`src/hdl/lqs_pkg.sv`:
```
// shared types and constants for the linear queue with sort
package lqs_pkg;

	localparam int LQS_DEPTH      = 8;
	localparam int LQS_DATA_WIDTH = 32;

	localparam int CMD_W    = 2;
	localparam int VALUE_W  = 32;
	localparam int STATUS_W = 2;
	localparam int COUNT_W  = 4;

	// command codes
	localparam logic [CMD_W-1:0] CMD_ENQ  = 2'd0;
	localparam logic [CMD_W-1:0] CMD_DEQ  = 2'd1;
	localparam logic [CMD_W-1:0] CMD_PEEK = 2'd2;
	localparam logic [CMD_W-1:0] CMD_SORT = 2'd3;

	// status codes
	localparam logic [STATUS_W-1:0] ST_DONE  = 2'd0;
	localparam logic [STATUS_W-1:0] ST_FULL  = 2'd1;
	localparam logic [STATUS_W-1:0] ST_EMPTY = 2'd2;

	// controller to datapath
	typedef struct packed {
		logic                enq;        // write word at tail, bump tail
		logic                rd_head;    // read slot at head
		logic                pop;        // remove head entry
		logic                sort_init;  // outer index to head
		logic                rd_i;       // read slot at outer index
		logic                get_i;      // latch outer word, start scan
		logic                rd_j;       // read slot at scan index
		logic                cmp;        // compare scan word with minimum
		logic                wr_i;       // minimum into outer slot
		logic                wr_sel;     // outer word into minimum slot
		logic                out_ld;     // load result register
		logic                out_data;   // result carries read word
		logic [STATUS_W-1:0] out_status;
	} dp_cmd_t;

	// datapath to controller
	typedef struct packed {
		logic full;
		logic empty;
		logic few;       // fewer than two entries
		logic j_last;    // scan index at last occupied slot
		logic i_last;    // outer index at last position to fill
		logic out_free;  // result register free at this edge
	} dp_stat_t;

endpackage

```
`src/hdl/lqs_req_if.sv`:
```
// command channel: valid, ready and one command word
interface lqs_req_if;
	import lqs_pkg::*;

	logic                      valid;
	logic                      ready;
	logic [CMD_W-1:0]          cmd;
	logic signed [VALUE_W-1:0] value;

	modport source (output valid, output cmd, output value, input ready);
	modport sink (input valid, input cmd, input value, output ready);
endinterface

```
`src/hdl/lqs_rsp_if.sv`:
```
// result channel: valid, ready and one result word
interface lqs_rsp_if;
	import lqs_pkg::*;

	logic                      valid;
	logic                      ready;
	logic [STATUS_W-1:0]       status;
	logic signed [VALUE_W-1:0] data;
	logic [COUNT_W-1:0]        count;
	logic                      is_full;
	logic                      is_empty;

	modport source (output valid, output status, output data, output count,
		output is_full, output is_empty, input ready);
	modport sink (input valid, input status, input data, input count,
		input is_full, input is_empty, output ready);
endinterface

```
`src/hdl/lqs_dp.sv`:
```
// queue datapath: entry memory, pointers, sort indices and result register
module lqs_dp #(
	parameter int DEPTH      = lqs_pkg::LQS_DEPTH,
	parameter int DATA_WIDTH = lqs_pkg::LQS_DATA_WIDTH
) (
	input  logic                               clk,
	input  logic                               arst_n,
	input  lqs_pkg::dp_cmd_t                   ctl,
	output lqs_pkg::dp_stat_t                  stat,
	input  logic signed [lqs_pkg::VALUE_W-1:0] value,
	input  logic                               out_ready,
	output logic                               out_valid,
	output logic [lqs_pkg::STATUS_W-1:0]       status,
	output logic signed [lqs_pkg::VALUE_W-1:0] data,
	output logic [lqs_pkg::COUNT_W-1:0]        count,
	output logic                               is_full,
	output logic                               is_empty
);
	import lqs_pkg::*;

	localparam int AW = $clog2(DEPTH);
	localparam int TW = $clog2(DEPTH + 1);

	logic signed [DATA_WIDTH-1:0] mem [DEPTH];
	logic signed [DATA_WIDTH-1:0] rd_q;
	logic [AW-1:0]                rd_addr;
	logic                         wr_en;
	logic [AW-1:0]                wr_addr;
	logic signed [DATA_WIDTH-1:0] wr_data;
	logic signed [63:0]           value_ext;

	logic [AW-1:0] head_q;
	logic [TW-1:0] tail_q;
	logic [TW-1:0] head_nx;
	logic [TW-1:0] cnt;

	logic [TW-1:0]                i_q;
	logic [TW-1:0]                j_q;
	logic [AW-1:0]                sel_q;
	logic signed [DATA_WIDTH-1:0] selv_q;
	logic signed [DATA_WIDTH-1:0] iv_q;
	logic [TW:0]                  j_inc;
	logic [TW:0]                  i_inc2;

	logic                      out_valid_q;
	logic [STATUS_W-1:0]       status_q;
	logic signed [VALUE_W-1:0] data_q;

	assign value_ext = 64'(value);

	always_comb begin
		if (ctl.rd_head) begin
			rd_addr = head_q;
		end else if (ctl.rd_i) begin
			rd_addr = i_q[AW-1:0];
		end else if (ctl.rd_j) begin
			rd_addr = j_q[AW-1:0];
		end else begin
			rd_addr = head_q;
		end
	end

	assign wr_en = ctl.enq | ctl.wr_i | ctl.wr_sel;

	always_comb begin
		if (ctl.enq) begin
			wr_addr = tail_q[AW-1:0];
			wr_data = DATA_WIDTH'(value_ext);
		end else if (ctl.wr_i) begin
			wr_addr = i_q[AW-1:0];
			wr_data = selv_q;
		end else begin
			wr_addr = sel_q;
			wr_data = iv_q;
		end
	end

	always_ff @(posedge clk) begin
		if (wr_en) begin
			mem[wr_addr] <= wr_data;
		end
		rd_q <= mem[rd_addr];
	end

	assign head_nx = TW'(head_q) + TW'(1);
	assign cnt     = tail_q - TW'(head_q);

	always_ff @(posedge clk or negedge arst_n) begin
		if (!arst_n) begin
			head_q <= '0;
			tail_q <= '0;
		end else if (ctl.enq) begin
			tail_q <= tail_q + TW'(1);
		end else if (ctl.pop) begin
			if (head_nx >= tail_q) begin
				head_q <= '0;
				tail_q <= '0;
			end else begin
				head_q <= head_nx[AW-1:0];
			end
		end
	end

	// selection sort indices and running minimum
	always_ff @(posedge clk) begin
		if (ctl.sort_init) begin
			i_q <= TW'(head_q);
		end else if (ctl.wr_sel) begin
			i_q <= i_q + TW'(1);
		end
		if (ctl.get_i) begin
			iv_q   <= rd_q;
			selv_q <= rd_q;
			sel_q  <= i_q[AW-1:0];
			j_q    <= i_q + TW'(1);
		end else if (ctl.cmp) begin
			if (rd_q < selv_q) begin
				selv_q <= rd_q;
				sel_q  <= j_q[AW-1:0];
			end
			j_q <= j_q + TW'(1);
		end
	end

	assign j_inc  = {1'b0, j_q} + (TW + 1)'(1);
	assign i_inc2 = {1'b0, i_q} + (TW + 1)'(2);

	always_ff @(posedge clk or negedge arst_n) begin
		if (!arst_n) begin
			out_valid_q <= 1'b0;
		end else if (ctl.out_ld) begin
			out_valid_q <= 1'b1;
		end else if (out_ready) begin
			out_valid_q <= 1'b0;
		end
	end

	always_ff @(posedge clk) begin
		if (ctl.out_ld) begin
			status_q <= ctl.out_status;
			data_q   <= ctl.out_data ? VALUE_W'(rd_q) : '0;
		end
	end

	always_comb begin
		stat.full     = (tail_q == TW'(DEPTH));
		stat.empty    = (cnt == '0);
		stat.few      = (cnt < TW'(2));
		stat.j_last   = (j_inc == {1'b0, tail_q});
		stat.i_last   = (i_inc2 >= {1'b0, tail_q});
		stat.out_free = !out_valid_q || out_ready;
	end

	// pointers change only at the edge that loads a result, so the counts
	// shown beside a waiting result stay those after its command
	assign out_valid = out_valid_q;
	assign status    = status_q;
	assign data      = data_q;
	assign count     = COUNT_W'(cnt);
	assign is_full   = stat.full;
	assign is_empty  = stat.empty;

	a_tail_range: assert property (@(posedge clk) disable iff (!arst_n)
		tail_q <= TW'(DEPTH))
		else $error("tail beyond last slot");

	a_head_order: assert property (@(posedge clk) disable iff (!arst_n)
		(TW'(head_q) < tail_q) || (head_q == '0 && tail_q == '0))
		else $error("head not below tail");

	a_no_overwrite: assert property (@(posedge clk) disable iff (!arst_n)
		ctl.out_ld |-> stat.out_free)
		else $error("result loaded over a waiting result");

	a_enq_room: assert property (@(posedge clk) disable iff (!arst_n)
		ctl.enq |=> (tail_q == $past(tail_q) + TW'(1)))
		else $error("enqueue did not advance tail");

endmodule

```
`src/hdl/lqs_ctrl.sv`:
```
// queue controller: command decode and selection sort sequencer
module lqs_ctrl (
	input  logic                          clk,
	input  logic                          arst_n,
	input  logic                          req_valid,
	input  logic [lqs_pkg::CMD_W-1:0]     req_cmd,
	output logic                          req_ready,
	input  lqs_pkg::dp_stat_t             stat,
	output lqs_pkg::dp_cmd_t              ctl
);
	import lqs_pkg::*;

	localparam logic [2:0] S_IDLE = 3'd0;
	localparam logic [2:0] S_DQRD = 3'd1;
	localparam logic [2:0] S_RDI  = 3'd2;
	localparam logic [2:0] S_GETI = 3'd3;
	localparam logic [2:0] S_RDJ  = 3'd4;
	localparam logic [2:0] S_CMP  = 3'd5;
	localparam logic [2:0] S_WRI  = 3'd6;
	localparam logic [2:0] S_WRS  = 3'd7;

	logic [2:0] state_q;
	logic [2:0] state_nx;
	logic       deq_q;
	logic       accept;

	assign req_ready = (state_q == S_IDLE) && stat.out_free;
	assign accept    = req_valid && req_ready;

	always_comb begin
		ctl      = '0;
		state_nx = state_q;
		case (state_q)
			S_IDLE: begin
				if (accept) begin
					case (req_cmd)
						CMD_ENQ: begin
							ctl.out_ld = 1'b1;
							if (stat.full) begin
								ctl.out_status = ST_FULL;
							end else begin
								ctl.enq        = 1'b1;
								ctl.out_status = ST_DONE;
							end
						end
						CMD_DEQ, CMD_PEEK: begin
							if (stat.empty) begin
								ctl.out_ld     = 1'b1;
								ctl.out_status = ST_EMPTY;
							end else begin
								ctl.rd_head = 1'b1;
								state_nx    = S_DQRD;
							end
						end
						CMD_SORT: begin
							if (stat.few) begin
								ctl.out_ld     = 1'b1;
								ctl.out_status = ST_DONE;
							end else begin
								ctl.sort_init = 1'b1;
								state_nx      = S_RDI;
							end
						end
						default: begin
							ctl.out_ld     = 1'b1;
							ctl.out_status = ST_DONE;
						end
					endcase
				end
			end
			S_DQRD: begin
				ctl.out_ld     = 1'b1;
				ctl.out_data   = 1'b1;
				ctl.out_status = ST_DONE;
				ctl.pop        = deq_q;
				state_nx       = S_IDLE;
			end
			S_RDI: begin
				ctl.rd_i = 1'b1;
				state_nx = S_GETI;
			end
			S_GETI: begin
				ctl.get_i = 1'b1;
				state_nx  = S_RDJ;
			end
			S_RDJ: begin
				ctl.rd_j = 1'b1;
				state_nx = S_CMP;
			end
			S_CMP: begin
				ctl.cmp  = 1'b1;
				state_nx = stat.j_last ? S_WRI : S_RDJ;
			end
			S_WRI: begin
				ctl.wr_i = 1'b1;
				state_nx = S_WRS;
			end
			S_WRS: begin
				ctl.wr_sel = 1'b1;
				if (stat.i_last) begin
					ctl.out_ld     = 1'b1;
					ctl.out_status = ST_DONE;
					state_nx       = S_IDLE;
				end else begin
					state_nx = S_RDI;
				end
			end
			default: begin
				state_nx = S_IDLE;
			end
		endcase
	end

	always_ff @(posedge clk or negedge arst_n) begin
		if (!arst_n) begin
			state_q <= S_IDLE;
			deq_q   <= 1'b0;
		end else begin
			state_q <= state_nx;
			if (accept) begin
				deq_q <= (req_cmd == CMD_DEQ);
			end
		end
	end

endmodule

```
`src/hdl/linear_queue_with_sort.sv`:
```
// top level of the linear array queue with in-place selection sort
//
// usage
//   req carries one command word: cmd (enqueue, dequeue, peek, sort) and
//   value, the signed word to enqueue. rsp carries one result word per
//   command: status, data, count, is_full and is_empty after the command.
//   the queue is linear: slots freed by dequeue come back only when the
//   queue runs empty and both pointers return to zero.
// sequencing
//   one command at a time. enqueue, and any command answered by a full or
//   empty status, gives its result in the cycle after acceptance. dequeue and
//   peek first read the head through the registered read port of the entry
//   memory, then load the result. sort of n entries (n >= 2) runs: accept,
//   then per position one read, a read and a compare per compared slot and two
//   single-port writes for the swap; zero or one entry is answered directly.
// reset
//   arst_n empties the queue; the entry memory is not cleared.
// back-pressure
//   a result waits in an output register while rsp.ready is low; req.ready
//   stays low until that word is taken or is taken in the same cycle.
module linear_queue_with_sort #(
	parameter int DEPTH      = lqs_pkg::LQS_DEPTH,
	parameter int DATA_WIDTH = lqs_pkg::LQS_DATA_WIDTH
) (
	input  logic         clk,
	input  logic         arst_n,
	lqs_req_if.sink      req,
	lqs_rsp_if.source    rsp
);
	import lqs_pkg::*;

	// command and status between sequencer and datapath
	dp_cmd_t  ctl;
	dp_stat_t stat;

	// state machine: decodes commands and steps the sort
	lqs_ctrl u_ctrl (
		.clk       (clk),
		.arst_n    (arst_n),
		.req_valid (req.valid),
		.req_cmd   (req.cmd),
		.req_ready (req.ready),
		.stat      (stat),
		.ctl       (ctl)
	);

	// entry memory, head/tail pointers, sort registers, result register
	lqs_dp #(
		.DEPTH      (DEPTH),
		.DATA_WIDTH (DATA_WIDTH)
	) u_dp (
		.clk       (clk),
		.arst_n    (arst_n),
		.ctl       (ctl),
		.stat      (stat),
		.value     (req.value),
		.out_ready (rsp.ready),
		.out_valid (rsp.valid),
		.status    (rsp.status),
		.data      (rsp.data),
		.count     (rsp.count),
		.is_full   (rsp.is_full),
		.is_empty  (rsp.is_empty)
	);

endmodule

```
`src/flat_wrapper.sv`:
```
// flat-port wrapper written by rule: the top's interface ports become plain ports
module linear_queue_with_sort_flat import lqs_pkg::*;
#(
	parameter int DEPTH      = lqs_pkg::LQS_DEPTH,
	parameter int DATA_WIDTH = lqs_pkg::LQS_DATA_WIDTH
)
  (clk, arst_n, req_valid, req_cmd, req_value, req_ready, rsp_valid, rsp_status, rsp_data, rsp_count, rsp_is_full, rsp_is_empty, rsp_ready);
  lqs_req_if req_i ();
  lqs_rsp_if rsp_i ();
  input  logic clk;
  input  logic arst_n;
  input wire logic [$bits(req_i.valid)-1:0] req_valid;
  input wire logic [$bits(req_i.cmd)-1:0] req_cmd;
  input wire logic [$bits(req_i.value)-1:0] req_value;
  output wire logic [$bits(req_i.ready)-1:0] req_ready;
  output wire logic [$bits(rsp_i.valid)-1:0] rsp_valid;
  output wire logic [$bits(rsp_i.status)-1:0] rsp_status;
  output wire logic [$bits(rsp_i.data)-1:0] rsp_data;
  output wire logic [$bits(rsp_i.count)-1:0] rsp_count;
  output wire logic [$bits(rsp_i.is_full)-1:0] rsp_is_full;
  output wire logic [$bits(rsp_i.is_empty)-1:0] rsp_is_empty;
  input wire logic [$bits(rsp_i.ready)-1:0] rsp_ready;
  assign req_i.valid = req_valid;
  assign req_i.cmd = req_cmd;
  assign req_i.value = req_value;
  assign req_ready = req_i.ready;
  assign rsp_valid = rsp_i.valid;
  assign rsp_status = rsp_i.status;
  assign rsp_data = rsp_i.data;
  assign rsp_count = rsp_i.count;
  assign rsp_is_full = rsp_i.is_full;
  assign rsp_is_empty = rsp_i.is_empty;
  assign rsp_i.ready = rsp_ready;
  linear_queue_with_sort #(.DEPTH(DEPTH), .DATA_WIDTH(DATA_WIDTH)) u_core (.clk(clk), .arst_n(arst_n), .req(req_i), .rsp(rsp_i));
endmodule
```
`config.mk`:
```
export PLATFORM = sky130hd
export DESIGN_NAME = linear_queue_with_sort_flat
export DESIGN_NICKNAME = d
export VERILOG_FILES = /design/src/hdl/lqs_pkg.sv /design/src/hdl/lqs_req_if.sv /design/src/hdl/lqs_rsp_if.sv /design/src/hdl/lqs_dp.sv /design/src/hdl/lqs_ctrl.sv /design/src/hdl/linear_queue_with_sort.sv /design/src/flat_wrapper.sv
export SDC_FILE = /design/constraint.sdc
export NUM_CORES = 1
export LEC_CHECK = 0
export BUFFER_PORTS_ARGS = -buffer_cell sky130_fd_sc_hd__buf_2
export CAP_MARGIN = 20
export CELL_PAD_IN_SITES_DETAIL_PLACEMENT = 1
export CELL_PAD_IN_SITES_GLOBAL_PLACEMENT = 2
export CORE_UTILIZATION = 40
export DETAILED_ROUTE_END_ITERATION = 10
export PLACE_DENSITY_LB_ADDON = 0.1
export SLEW_MARGIN = 20
export SYNTH_ARGS = -nofsm -noshare
export SYNTH_HDL_FRONTEND = slang
export SYNTH_SLANG_ARGS = --single-unit
```
`constraint.sdc`:
```
create_clock -name clk -period 6.3 [get_ports clk]
set_input_delay 0.63 -clock clk [delete_from_list [all_inputs] [get_ports clk]]
set_output_delay 0.63 -clock clk [all_outputs]
set_load 0.05 [all_outputs]
```
==> impl_metrics.yaml <==
synthesis:
  syn_area_per_cell_um2: 15.2
  synth_warnings: 0
  yosysTopAreaCell: "edfxtp_1"
  ys.flop_type: "edfxtp_1"
  synthArstFlopShare_pct: 2.93
  synth-seq-cells: 409
  syn-num-nets: 1231
  synth_cell_types: 63
  synth_area_leaders: "edfxtp_1 63%, mux2i_1 11%, dfxtp_1 3.8%, ha_1 3.7%, a21oi_1 2.3%"
  netlist.area_leader.share_pct: 62.9
  syn_area_mm2: 0.0174
  synth_seq_area_share_pct: 68.5
  synth_cells: 1141
  synth_edf_count: 364
clock_network:
  cts_setup_buffers: 0
  cts_buffers: 46
  clk_pin_slew_ps: 60
  hold_buffers: 1
  clock_sinks: 409
  clkLatencyLatePin_ps: 580
  h-tree-depth: 2
  cts_root_buffer: "clkbuf_16"
  cts_buffer_depth: 3
  cts-resized-gates: 0
  cts_tree: "done"
timing:
  setup-violations-final: 0
  setup_tns_ps: 0
  max_freq_mhz: 286
  fin_skew_ps: 27.2
  hold_viol: 0
  slew_headroom_pct: 29.9
  min_period_over_period_pct: 55.5
  rsz0062_at_grt: "no"
  maxSlewViolCount: 0
  post-route-min-period_ps: 3490
  worst_pin_slew_ps: 1050
worst_hold_path:
  whs_path_depth: 3
  worstHoldStart: "rsp_ready"
  hold_end: "u_core.u_dp.out_valid"
  min_path_type: "primary input to flop"
detailed_routing:
  avgRoutedWirePerCell_um: 21.9
  drc: 0
  routed_wl_mm: 40.6
  num_vias: 9536
  first_pass_iters: 4
  ant_nets: 0
  drtIter0Drc: 448
  vias_per_cell: 5.15
floorplan:
  die_h_um: 210
  io_pins: 80
  die_x_um: 210
  start_util_pct: 40.9
  fp.dieArea_mm2: 0.0442
  fp-row-count: 75
  core-area_mm2: 0.0424
setup_path:
  reg2reg_to: "u_core.u_dp.mem[5][13]"
  path_cells: "inv_1 > ha_1 > inv_1 > fa_1 > xor2_1 > nor2_1 > nand4_1 > inv_1 > buf_2"
  crit_arrival_ps: 2860
  reg2reg_depth: 8
  crit_top_cell: "inv_1"
  slowest_delay_ps: 490
  reg2reg_from: "u_core.u_ctrl.state_q[0]"
  path_buf_inv: 4
  path_max_fanout: 8
  r2r_slack_ps: 2810
  critPathTopFamily: "buffers and inverters"
  cp.required_ps: 5670
  critPathSlowestCell: "dfrtp_1"
  critPathCaptureType: "primary output"
  cp-start-kind: "flop"
  worstSetupPathType: "flop to primary output"
grt:
  grt_use_total_pct: 18.8
  grt_pass1_wl_mm: 62.1
  grt_remaining_overflow: 0
  grt_antenna_before_repair: 0
  grt_max_degree: 129
  grt_pass1_vias: 10107
placement:
  placed_area_mm2: 0.0184
  gp_congestion: 0.751
  port_buffers: 79
  hpwl_mm: 24.5
  placedCellCount: 1767
cells_and_area:
  syn_to_final_growth_pct: 15.1
  stdcell_count: 1853
  n_antenna_cell: 0
  fin_nets: 1329
  drive_gt1_share_pct: 17.7
  final_area_mm2: 0.0200
run_status:
  status: "completed"
power_and_ir_drop:
  cellPowerDensity_mw_per_mm2: 571
  leakagePower_nw: 7.92
  peakVddDrop_mv: 0.679
job:
  maxCapViolations: 0
-- cells in the final DEF, fill, tap and decap left out, drive strengths merged, types with 3 or more instances in the layout --
cell type and count:
ha 51, nand3 6, inv 52, nor2 89
dfrtp 12, buf 98, clkbuf 67, nor3 9
mux2 36, bufinv 5, xor2 7, a21oi 79
o221ai 3, xnor2 5, o21ai 18, nand4 5
edfxtp 364, o22ai 6, nor2b 4, mux2i 196
o21a 4, nand2 32, dfxtp 33, and3 33
a31oi 5, a21o 6, clkinv 13, nand2b 7
-- cells by family after synthesis --
logic type | share of synthesized area, %
flops | 68.5
buf+inv | 3.26
compound gates | 4.81
mux | 13.6
xor+xnor | 0.605
simple gates | 5.41
fa+ha+maj | 3.79
-- metrics by stage --
step                total power (W)  setup slack (ps)  util, %  hold WS (ps)
finish                       0.0114              2810     47.1           432
global route                 0.0120              2550     47.1           460
CTS                          0.0116              2720     47.1           406
detailed placement          0.00879              2790     43.4           477
global placement            0.00872              2850     43.3           458
floorplan                   0.00768              2020        -           334
-- worst max path at each step --
stage | from | endpoint | slack (ps) | depth (start not counted)
6_report | u_core.u_dp.tail_q[0] | rsp_is_empty | 2810 | 9
4_1_cts | u_core.u_dp.tail_q[0] | rsp_is_empty | 2720 | 9
2_1_floorplan | u_core.u_dp.tail_q[1] | u_core.u_dp.mem[7][0] | 2020 | 7
3_5_place_dp | u_core.u_ctrl.state_q[1] | u_core.u_dp.mem[6][18] | 2790 | 8
5_1_grt | u_core.u_ctrl.state_q[1] | u_core.u_dp.mem[6][18] | 2550 | 8
3_3_place_gp | u_core.u_ctrl.state_q[0] | u_core.u_dp.mem[1][13] | 2850 | 7
-- layer usage --
layer	routed length [um]	GRT usage (%)	part of all wire (%)	vias to the layer above
met5	0	0	0	-
met4	709	4.56	1.7	0
met3	1520	3.34	3.7	52
met2	19300	30.9	48	151
met1	19000	26.0	47	4851
li1	-	-	-	4482
-- worst reg2reg max path, stage by stage, from the launching register on --
cell	delay, ps
dfrtp_2	390
buf_4	300
nor4b_2	390
nand3_1	280
nor2_2	310
a32oi_1	170
nand2b_1	300
nor2_4	480
buf_4	490
-- registers in the layout, summed over array words and instances (netlist names), 4 cells and up --
register	count
u_core.u_dp.i_q	4
u_core.u_dp.selv_q	32
u_core.u_dp.rd_q	32
u_core.u_dp.j_q	4
u_core.u_dp.tail_q	4
u_core.u_dp.data	32
u_core.u_dp.mem	256
u_core.u_dp.iv_q	32
-- power by group --
| part | internal (W) | switching [W] | total, W |
|---|---|---|---|
| Sequential | 0.00392 | 0.000299 | 0.00422 |
| Clock | 0.00167 | 0.00107 | 0.00274 |
| Combinational | 0.00166 | 0.00278 | 0.00444 |
-- area by class of cell --
cell class	count	area, um2
clock inverter	18	234
fill	4212	22400
sequential	409	11900
clock buffer	67	1330
multi-input combinational	631	5020
inverter	52	195
timing repair buffer	99	586
tap	577	722
-- synth_stat cells, drive strengths merged (2+ instances only) --
master and number:
o22ai 6, a2111oi 2, edfxtp 364, clkbuf 18
dfxtp 33, nand2 32, nand4 5, or3 2
xnor2 5, xor2 7, nor3 9, and3 33
or2 2, o21a 4, nor2 89, o21ai 18
o221ai 3, nand3b 2, inv 52, mux2 36
buf 31, ha 51, o211ai 2, a21o 6
nand3 6, a31oi 5, mux2i 196, nor2b 4
nand2b 7, a21oi 79, dfrtp 12
No activity file was read; power rests on OpenSTA's default activity.
